==> src/rtl/jtkf_pkg.sv <==
// jtkf_pkg: shared types and constants for the top-level JSON key finder.
// Used by json_top_level_key_finder and jtkf_checker; no dependencies.
package jtkf_pkg;

  localparam int CFG_DATA_W = 64;
  localparam int CFG_IDX_W  = 3;
  localparam int KEY_LEN_W  = 6;
  localparam int OFFSET_W   = 15;
  localparam int STATUS_W   = 3;

  localparam logic [CFG_IDX_W-1:0] REG_KEY_LENGTH  = 3'd0;
  localparam logic [CFG_IDX_W-1:0] REG_KEY_BYTES_0 = 3'd1;

  localparam logic [STATUS_W-1:0] ST_FOUND      = 3'd0;
  localparam logic [STATUS_W-1:0] ST_OBJ_END    = 3'd1;
  localparam logic [STATUS_W-1:0] ST_NO_COLON   = 3'd2;
  localparam logic [STATUS_W-1:0] ST_TEXT_END   = 3'd3;
  localparam logic [STATUS_W-1:0] ST_DEPTH_OVFL = 3'd4;

  localparam logic [7:0] CH_NUL    = 8'h00;
  localparam logic [7:0] CH_COLON  = 8'h3A;
  localparam logic [7:0] CH_LBRACE = 8'h7B;
  localparam logic [7:0] CH_RBRACE = 8'h7D;
  localparam logic [7:0] CH_LBRACK = 8'h5B;
  localparam logic [7:0] CH_RBRACK = 8'h5D;
  localparam logic [7:0] CH_QUOTE  = 8'h22;
  localparam logic [7:0] CH_BSLASH = 8'h5C;

  typedef enum logic [2:0] {
    MODE_LEAD,
    MODE_SCAN,
    MODE_STR,
    MODE_ESC,
    MODE_KEY,
    MODE_KEYESC,
    MODE_COLON,
    MODE_VALUE
  } mode_t;

  typedef struct packed {
    logic [7:0] text_byte;
    logic       end_of_text;
  } in_word_t;

  typedef struct packed {
    logic                key_found;
    logic [STATUS_W-1:0] scan_status;
    logic [OFFSET_W-1:0] value_offset;
  } out_word_t;

endpackage

==> src/rtl/json_top_level_key_finder.sv <==
// json_top_level_key_finder: scans JSON text a byte per word for a top-level key.
// Depends on jtkf_pkg for the word types, mode enum, codes and characters.
//
//  channel  direction  handshake              payload
//  in_      input      in_valid / in_stall    in_word_t  (text_byte, end_of_text)
//  out_     output     out_valid / out_stall  out_word_t (key_found, status, offset)
//  cfg_     input      cfg_write_en           cfg_index, cfg_data
//
// One input word per cycle while in_stall is low; the scan state updates in the accept
// cycle. An output register plus one skid entry part the two sides: a result goes to
// the skid entry if the output is held; in_stall rises only while that entry is full.
// Synchronous active-low reset clears scan state, key registers and output valids.
module json_top_level_key_finder
  import jtkf_pkg::*;
#(
  parameter int KEY_MAX_BYTES  = 32,
  parameter int TEXT_MAX_BYTES = 16384,
  parameter int DEPTH_MAX      = 255
) (
  input  logic                  clk,
  input  logic                  rst_n,
  input  logic                  in_valid,
  output logic                  in_stall,
  input  in_word_t              in_word,
  output logic                  out_valid,
  input  logic                  out_stall,
  output out_word_t             out_word,
  input  logic                  cfg_write_en,
  input  logic [CFG_IDX_W-1:0]  cfg_index,
  input  logic [CFG_DATA_W-1:0] cfg_data
);

  localparam int POS_W   = $clog2(TEXT_MAX_BYTES + 1);
  localparam int DEPTH_W = $clog2(DEPTH_MAX + 1);
  localparam int KIDX_W  = (KEY_MAX_BYTES > 1) ? $clog2(KEY_MAX_BYTES) : 1;

  logic [KEY_LEN_W-1:0]  key_len_r;
  logic [7:0]            key_r [KEY_MAX_BYTES];

  mode_t                 mode_r, mode_nxt;
  logic [DEPTH_W-1:0]    depth_r, depth_nxt;
  logic [POS_W-1:0]      pos_r, pos_nxt;
  logic [KEY_LEN_W-1:0]  cand_len_r, cand_len_nxt;
  logic                  cand_match_r, cand_match_nxt;
  logic                  answer_r, answer_nxt;

  out_word_t             res;
  logic                  emit;
  logic                  do_scan, do_cmp;
  logic                  accept, take;
  logic [7:0]            c;
  logic                  last;
  logic [POS_W-1:0]      pos_inc;
  logic [7:0]            key_byte;

  logic                  out_valid_r, skid_valid_r;
  out_word_t             out_word_r, skid_word_r;

  function automatic logic is_ws(input logic [7:0] ch);
    return (ch == 8'h20) || (ch == 8'h09) || (ch == 8'h0A) || (ch == 8'h0D);
  endfunction

  function automatic out_word_t finish_res(input mode_t m, input logic [POS_W-1:0] off);
    out_word_t r;
    r = '0;
    if (m == MODE_COLON) begin
      r.scan_status = ST_NO_COLON;
    end else if (m == MODE_VALUE) begin
      r.key_found    = 1'b1;
      r.scan_status  = ST_FOUND;
      r.value_offset = OFFSET_W'(off);
    end else begin
      r.scan_status = ST_TEXT_END;
    end
    return r;
  endfunction

  // configuration
  always_ff @(posedge clk) begin
    if (!rst_n) begin
      key_len_r <= '0;
    end else if (cfg_write_en && cfg_index == REG_KEY_LENGTH) begin
      key_len_r <= cfg_data[KEY_LEN_W-1:0];
    end
  end

  for (genvar j = 0; j < 4; j++) begin : g_reg
    for (genvar b = 0; b < 8; b++) begin : g_byte
      if (j * 8 + b < KEY_MAX_BYTES) begin : g_kb
        always_ff @(posedge clk) begin
          if (!rst_n) begin
            key_r[j*8+b] <= '0;
          end else if (cfg_write_en && cfg_index == REG_KEY_BYTES_0 + CFG_IDX_W'(j)) begin
            key_r[j*8+b] <= cfg_data[b*8 +: 8];
          end
        end
      end
    end
  end

  assign in_stall = skid_valid_r;
  assign accept   = in_valid && !in_stall;
  assign take     = out_valid_r && !out_stall;
  assign c        = in_word.text_byte;
  assign last     = in_word.end_of_text;
  assign pos_inc  = pos_r + POS_W'(1);
  assign key_byte = key_r[cand_len_r[KIDX_W-1:0]];

  // scan step
  always_comb begin
    mode_nxt       = mode_r;
    depth_nxt      = depth_r;
    cand_len_nxt   = cand_len_r;
    cand_match_nxt = cand_match_r;
    answer_nxt     = answer_r;
    pos_nxt        = pos_r;
    res            = '0;
    emit           = 1'b0;
    do_scan        = 1'b0;
    do_cmp         = 1'b0;

    if (!answer_r) begin
      if (c == CH_NUL || pos_r >= POS_W'(TEXT_MAX_BYTES)) begin
        res  = finish_res(mode_r, pos_r);
        emit = 1'b1;
      end else begin
        unique case (mode_r)
          MODE_LEAD: begin
            if (!is_ws(c)) begin
              mode_nxt = MODE_SCAN;
              do_scan  = (c != CH_LBRACE);
            end
          end
          MODE_SCAN: do_scan = 1'b1;
          MODE_STR: begin
            if (c == CH_BSLASH) mode_nxt = MODE_ESC;
            else if (c == CH_QUOTE) mode_nxt = MODE_SCAN;
          end
          MODE_ESC: mode_nxt = MODE_STR;
          MODE_KEY: begin
            if (c == CH_QUOTE) begin
              mode_nxt = (cand_match_r && cand_len_r == key_len_r) ? MODE_COLON : MODE_SCAN;
            end else begin
              do_cmp = 1'b1;
              if (c == CH_BSLASH) mode_nxt = MODE_KEYESC;
            end
          end
          MODE_KEYESC: begin
            do_cmp   = 1'b1;
            mode_nxt = MODE_KEY;
          end
          MODE_COLON: begin
            if (c == CH_COLON) begin
              mode_nxt = MODE_VALUE;
            end else if (!is_ws(c)) begin
              res.scan_status = ST_NO_COLON;
              emit            = 1'b1;
            end
          end
          MODE_VALUE: begin
            if (!is_ws(c)) begin
              res.key_found    = 1'b1;
              res.scan_status  = ST_FOUND;
              res.value_offset = OFFSET_W'(pos_r);
              emit             = 1'b1;
            end
          end
        endcase

        if (do_scan) begin
          priority if (c == CH_QUOTE) begin
            if (depth_r == '0) begin
              mode_nxt       = MODE_KEY;
              cand_len_nxt   = '0;
              cand_match_nxt = 1'b1;
            end else begin
              mode_nxt = MODE_STR;
            end
          end else if (c == CH_LBRACE || c == CH_LBRACK) begin
            if (depth_r >= DEPTH_W'(DEPTH_MAX)) begin
              res.scan_status = ST_DEPTH_OVFL;
              emit            = 1'b1;
            end else begin
              depth_nxt = depth_r + DEPTH_W'(1);
            end
          end else if (c == CH_RBRACE || c == CH_RBRACK) begin
            if (depth_r == '0) begin
              res.scan_status = ST_OBJ_END;
              emit            = 1'b1;
            end else begin
              depth_nxt = depth_r - DEPTH_W'(1);
            end
          end else begin
          end
        end

        if (do_cmp) begin
          if (cand_len_r >= key_len_r || cand_len_r >= KEY_LEN_W'(KEY_MAX_BYTES) ||
              key_byte != c) begin
            cand_match_nxt = 1'b0;
          end
          if (cand_len_r != '1) cand_len_nxt = cand_len_r + KEY_LEN_W'(1);
        end

        if (!emit && last) begin
          res  = finish_res(mode_nxt, pos_inc);
          emit = 1'b1;
        end
      end
    end

    if (emit) answer_nxt = 1'b1;
    if (pos_r < POS_W'(TEXT_MAX_BYTES)) pos_nxt = pos_inc;

    if (last) begin
      mode_nxt       = MODE_LEAD;
      depth_nxt      = '0;
      pos_nxt        = '0;
      cand_len_nxt   = '0;
      cand_match_nxt = 1'b1;
      answer_nxt     = 1'b0;
    end
  end

  always_ff @(posedge clk) begin
    if (!rst_n) begin
      mode_r       <= MODE_LEAD;
      depth_r      <= '0;
      pos_r        <= '0;
      cand_len_r   <= '0;
      cand_match_r <= 1'b1;
      answer_r     <= 1'b0;
    end else if (accept) begin
      mode_r       <= mode_nxt;
      depth_r      <= depth_nxt;
      pos_r        <= pos_nxt;
      cand_len_r   <= cand_len_nxt;
      cand_match_r <= cand_match_nxt;
      answer_r     <= answer_nxt;
    end
  end

  // output register and skid entry
  always_ff @(posedge clk) begin
    if (!rst_n) begin
      out_valid_r  <= 1'b0;
      skid_valid_r <= 1'b0;
    end else if (!out_valid_r || take) begin
      out_valid_r  <= skid_valid_r || (accept && emit);
      skid_valid_r <= 1'b0;
    end else if (accept && emit) begin
      skid_valid_r <= 1'b1;
    end
  end

  always_ff @(posedge clk) begin
    if (!out_valid_r || take) begin
      out_word_r <= skid_valid_r ? skid_word_r : res;
    end else if (accept && emit) begin
      skid_word_r <= res;
    end
  end

  assign out_valid = out_valid_r;
  assign out_word  = out_word_r;

endmodule

==> config.mk <==
export PLATFORM = sky130hd
export DESIGN_NAME = json_top_level_key_finder
export DESIGN_NICKNAME = d
export VERILOG_FILES = /design/src/rtl/jtkf_pkg.sv /design/src/rtl/json_top_level_key_finder.sv
export SDC_FILE = /design/constraint.sdc
export NUM_CORES = 1
export LEC_CHECK = 0
export ABC_AREA = 1
export BUFFER_PORTS_ARGS = -buffer_cell sky130_fd_sc_hd__buf_4
export CAP_MARGIN = 20
export CORE_UTILIZATION = 30
export CTS_BUF_LIST = sky130_fd_sc_hd__clkbuf_8 sky130_fd_sc_hd__clkbuf_16
export DETAILED_ROUTE_END_ITERATION = 7
export GPL_TIMING_DRIVEN = 0
export HOLD_SLACK_MARGIN = 0.02
export PLACE_DENSITY = 0.46
export SYNTH_ARGS = -nofsm -noshare
export SYNTH_HDL_FRONTEND = slang
export SYNTH_SLANG_ARGS = --single-unit
==> constraint.sdc <==
create_clock -name clk -period 8.5 [get_ports clk]
set_input_delay 1.275 -clock clk [delete_from_list [all_inputs] [get_ports clk]]
set_output_delay 1.275 -clock clk [all_outputs]
set_load 0.01 [all_outputs]
==> impl_metrics.env <==
export IMPL_yosys_area_top_type="edfxtp_1"
export IMPL_slew_viol_final=0
export IMPL_synthFlopType="edfxtp_1"
export IMPL_p_sw_share_pct=24.2
export IMPL_cts_htree_levels=2
export IMPL_final_net_count=2168
export IMPL_netlist_area_um2=16800
export IMPL_cp_arrival_ns=3.98
export IMPL_cts_sinks=341
export IMPL_p_leak_nw=8.28
export IMPL_crit_family="buffers and inverters"
export IMPL_die_w_um=238
export IMPL_ys_types=49
export IMPL_grt_pass1_wl_um=83700
export IMPL_post_cts_buffers=0
export IMPL_area_delta_synth_final_pct=19.5
export IMPL_p_int_w=0.00292
export IMPL_die_y_um=238
export IMPL_num_rows=86
export IMPL_cts_tree="done"
export IMPL_clock_root_buffer="clkbuf_16"
export IMPL_critPathKind="in2reg"
export IMPL_synth_net_count=2011
export IMPL_clock_tree_buffer_depth=3
export IMPL_worst_ep_required_time_ns=8.82
export IMPL_ios=102
export IMPL_p_per_area_nw_per_um2=192
export IMPL_synth_edf_count=294
export IMPL_grt_start_max_net_pins=41
export IMPL_netlist_instances=1914
export IMPL_initial_utilization_pct=30.4
export IMPL_cts_made_buffers=41
export IMPL_pwr_share_comb_pct=7.5
export IMPL_syn_area_per_cell_um2=8.76
export IMPL_relSlewSlack_pct=30.0
export IMPL_synthMuxAreaShare_pct=0.0672
export IMPL_cp_end_kind="register"
export IMPL_drive_gt1_share_pct=12.0
export IMPL_gp_congestion=0.857
export IMPL_synth_adder_area_share_pct=1.24
export IMPL_worstHoldPathType="reg2reg"
export IMPL_clkPwrFrac_pct=42.1
export IMPL_grt_pass1_vias=13467
export IMPL_hpwl_um=40100
export IMPL_grt_setup_unrepaired="no"
export IMPL_cp_max_fo=13
export IMPL_hold_buffers=0
export IMPL_wl_per_cell_um=19.5
export IMPL_power_switching_w=0.000931
export IMPL_final_area_um2=20000
export IMPL_clock_latency_ns=0.58
export IMPL_yosys_top_cells_count="nand2_1 (533), nor2_1 (310), edfxtp_1 (294)"
export IMPL_io_buffers=99
export IMPL_antenna_left=0
export IMPL_cap_violations=0
export IMPL_post_route_drc_count=0
export IMPL_synth_xor_area_share_pct=1.04
export IMPL_synth_seq_cells=341
export IMPL_worst_clock_skew_ns=0.0270
export IMPL_place_area_um2=18800
export IMPL_hold_ws_ns=0.464
export IMPL_drtIter0Drc=1054
export IMPL_core_um2=55200
export IMPL_path_cells="clkbuf_1, clkbuf_1, clkbuf_1, o31ai_4, buf_8, buf_16, buf_16, buf_16"
export IMPL_worst_path_max_delay_cell="clkbuf_1"
export IMPL_ys_seq_area_share_pct=58.3
export IMPL_ctsResizeCount=0
export IMPL_yosys_warnings=0
export IMPL_synth_top_area_share_pct=52.6
export IMPL_fmax_mhz=273
export IMPL_min_period_ns=3.66
export IMPL_path_buf_inv=7
export IMPL_power_total_w=0.00385
export IMPL_period_share_pct=43.0
export IMPL_clk_pin_slew_ns=0.05
export IMPL_cp_slowest_stage_delay_ns=0.82
export IMPL_dieArea_um2=56800
export IMPL_overflow=0
export IMPL_wl_um=55700
export IMPL_status="finished, final reports clean"
export IMPL_synth_compound_area_share_pct=4.17
export IMPL_setup_viol=0
export IMPL_grt_antenna_before_repair=1
export IMPL_vias_per_cell=4.82
export IMPL_yosysMostFrequentCell="nand2_1"
export IMPL_tightest_slew_ns=1.05
export IMPL_power_frac_seq_pct=50.4
export IMPL_grtUsageTotal_pct=19.7
export IMPL_async_flop_share_pct=0
export IMPL_yosys_top_cells_area="edfxtp_1 (53%), nand2_1 (12%), nand3_1 (7.6%)"
export IMPL_synth_top_family_by_area="simple AND/OR/NAND/NOR gates"
export IMPL_drt_pass1_iterations=5
export IMPL_num_vias=13738
export IMPL_hold_viol_final=0
export IMPL_worstSetupStartpointType="input port"
export IMPL_max_vdd_ir_drop_uv=125
export IMPL_synth_simple_area_share_pct=29.0
## path summary, 6_finish.rpt
path | from | endpoint | slack [ns] | cells past startpoint
setup / recovery | rst_n | key_r[2][0]$_SDFFCE_PN0P_ | 4.84 | 8
hold / removal | key_len_r[1]$_SDFFE_PN0P_ | key_len_r[1]$_SDFFE_PN0P_ | 0.46 | 2
setup reg to reg | register | cand_match_r$_SDFFE_PN1P_ | 5.71 | 18
hold reg to reg | key_len_r[1]$_SDFFE_PN0P_ | key_len_r[1]$_SDFFE_PN0P_ | 0.46 | 2
## flip-flops by register name (all words and copies together), names as in the netlist, named ones only
name	count
depth_r	8
key_len_r	6
in_stall	1
cand_match_r	1
key_r	256
answer_r	1
out_valid	1
skid_word_r	19
out_word	19
cand_len_r	6
mode_r	3
pos_r	15
## metrics by stage
step | util, % | std cells | setup TNS [ns] | setup slack, ns
2_1_floorplan | - | 1914 | 0 | 1.58
3_3_place_gp | 33.4 | 2761 | -441.19 | -2.37
3_5_place_dp | 34.1 | 2776 | 0 | 4.28
4_1_cts | 36.3 | 2845 | 0 | 4.88
5_1_grt | 36.3 | 2846 | 0 | 4.76
6_report | 36.3 | 2848 | 0 | 4.84
## layer usage
metal  routed length, µm  track usage (%)
met3                2810             2.98
met5                   0                0
met2               25900             32.4
met1               25600             27.0
met4                1370             5.59
## final cells by class
| type | instances | area, µm² |
|---|---|---|
| fillers | 5697 | 35200 |
| flip-flops and latches | 341 | 9770 |
| multi-input cells | 1306 | 6010 |
| repair buffers | 114 | 1070 |
| clock buffers | 41 | 1030 |
| well taps | 748 | 936 |
| inverters | 169 | 634 |
| plain buffers | 98 | 408 |
| clock inverters | 28 | 174 |
| diodes | 3 | 7.51 |
## placed cells by master (no fill, tap or decap), types with 4 or more instances in the layout
master / count
nand2_1: 532
clkinv_2: 7
inv_2: 9
buf_2: 32
a21boi_2: 5
xor2_1: 16
clkbuf_16: 41
clkbuf_1: 54
inv_1: 167
and2_1: 5
ha_1: 15
nand3_1: 253
nor3_1: 9
xnor2_1: 4
nor2_2: 5
o21ai_0: 28
a21oi_1: 48
dfxtp_1: 47
buf_4: 99
nand4_1: 17
buf_8: 7
nand2_2: 8
edfxtp_1: 294
nor4_1: 5
nor2_1: 309
buf_1: 12
clkinv_1: 8
buf_16: 8
a21oi_2: 6
## cell families (layout without fill, tap and decap cells)
family                   count (synthesis)  in the layout
AND/OR/NAND/NOR                       1156           1156
flip-flops                             341            341
buffers and inverters                  267            450
AO/OA/AOI/OAI                          113            113
XOR/XNOR                                20             20
adder cells (fa/ha/maj)                 16             16
multiplexers                             1              1
other                                    0              3
## power by group through the flow
stage / combinational, W / clock, W / sequential (W)
floorplan: 0.000151 / 0 / 0.00198
global placement: 0.000263 / 0 / 0.00199
detailed placement: 0.000289 / 0 / 0.00198
CTS: 0.000289 / 0.00165 / 0.00194
global route: 0.000319 / 0.00171 / 0.00195
finish: 0.000288 / 0.00162 / 0.00194
## worst reg2reg max path: cells and delay by family (launching register included)
| family | cells | cell delay (ns) |
|---|---|---|
| simple gates | 15 | 1.31 |
| buf+inv | 3 | 1.11 |
| flops | 1 | 0.30 |
Note: power is estimated with default switching activity, not from simulation.
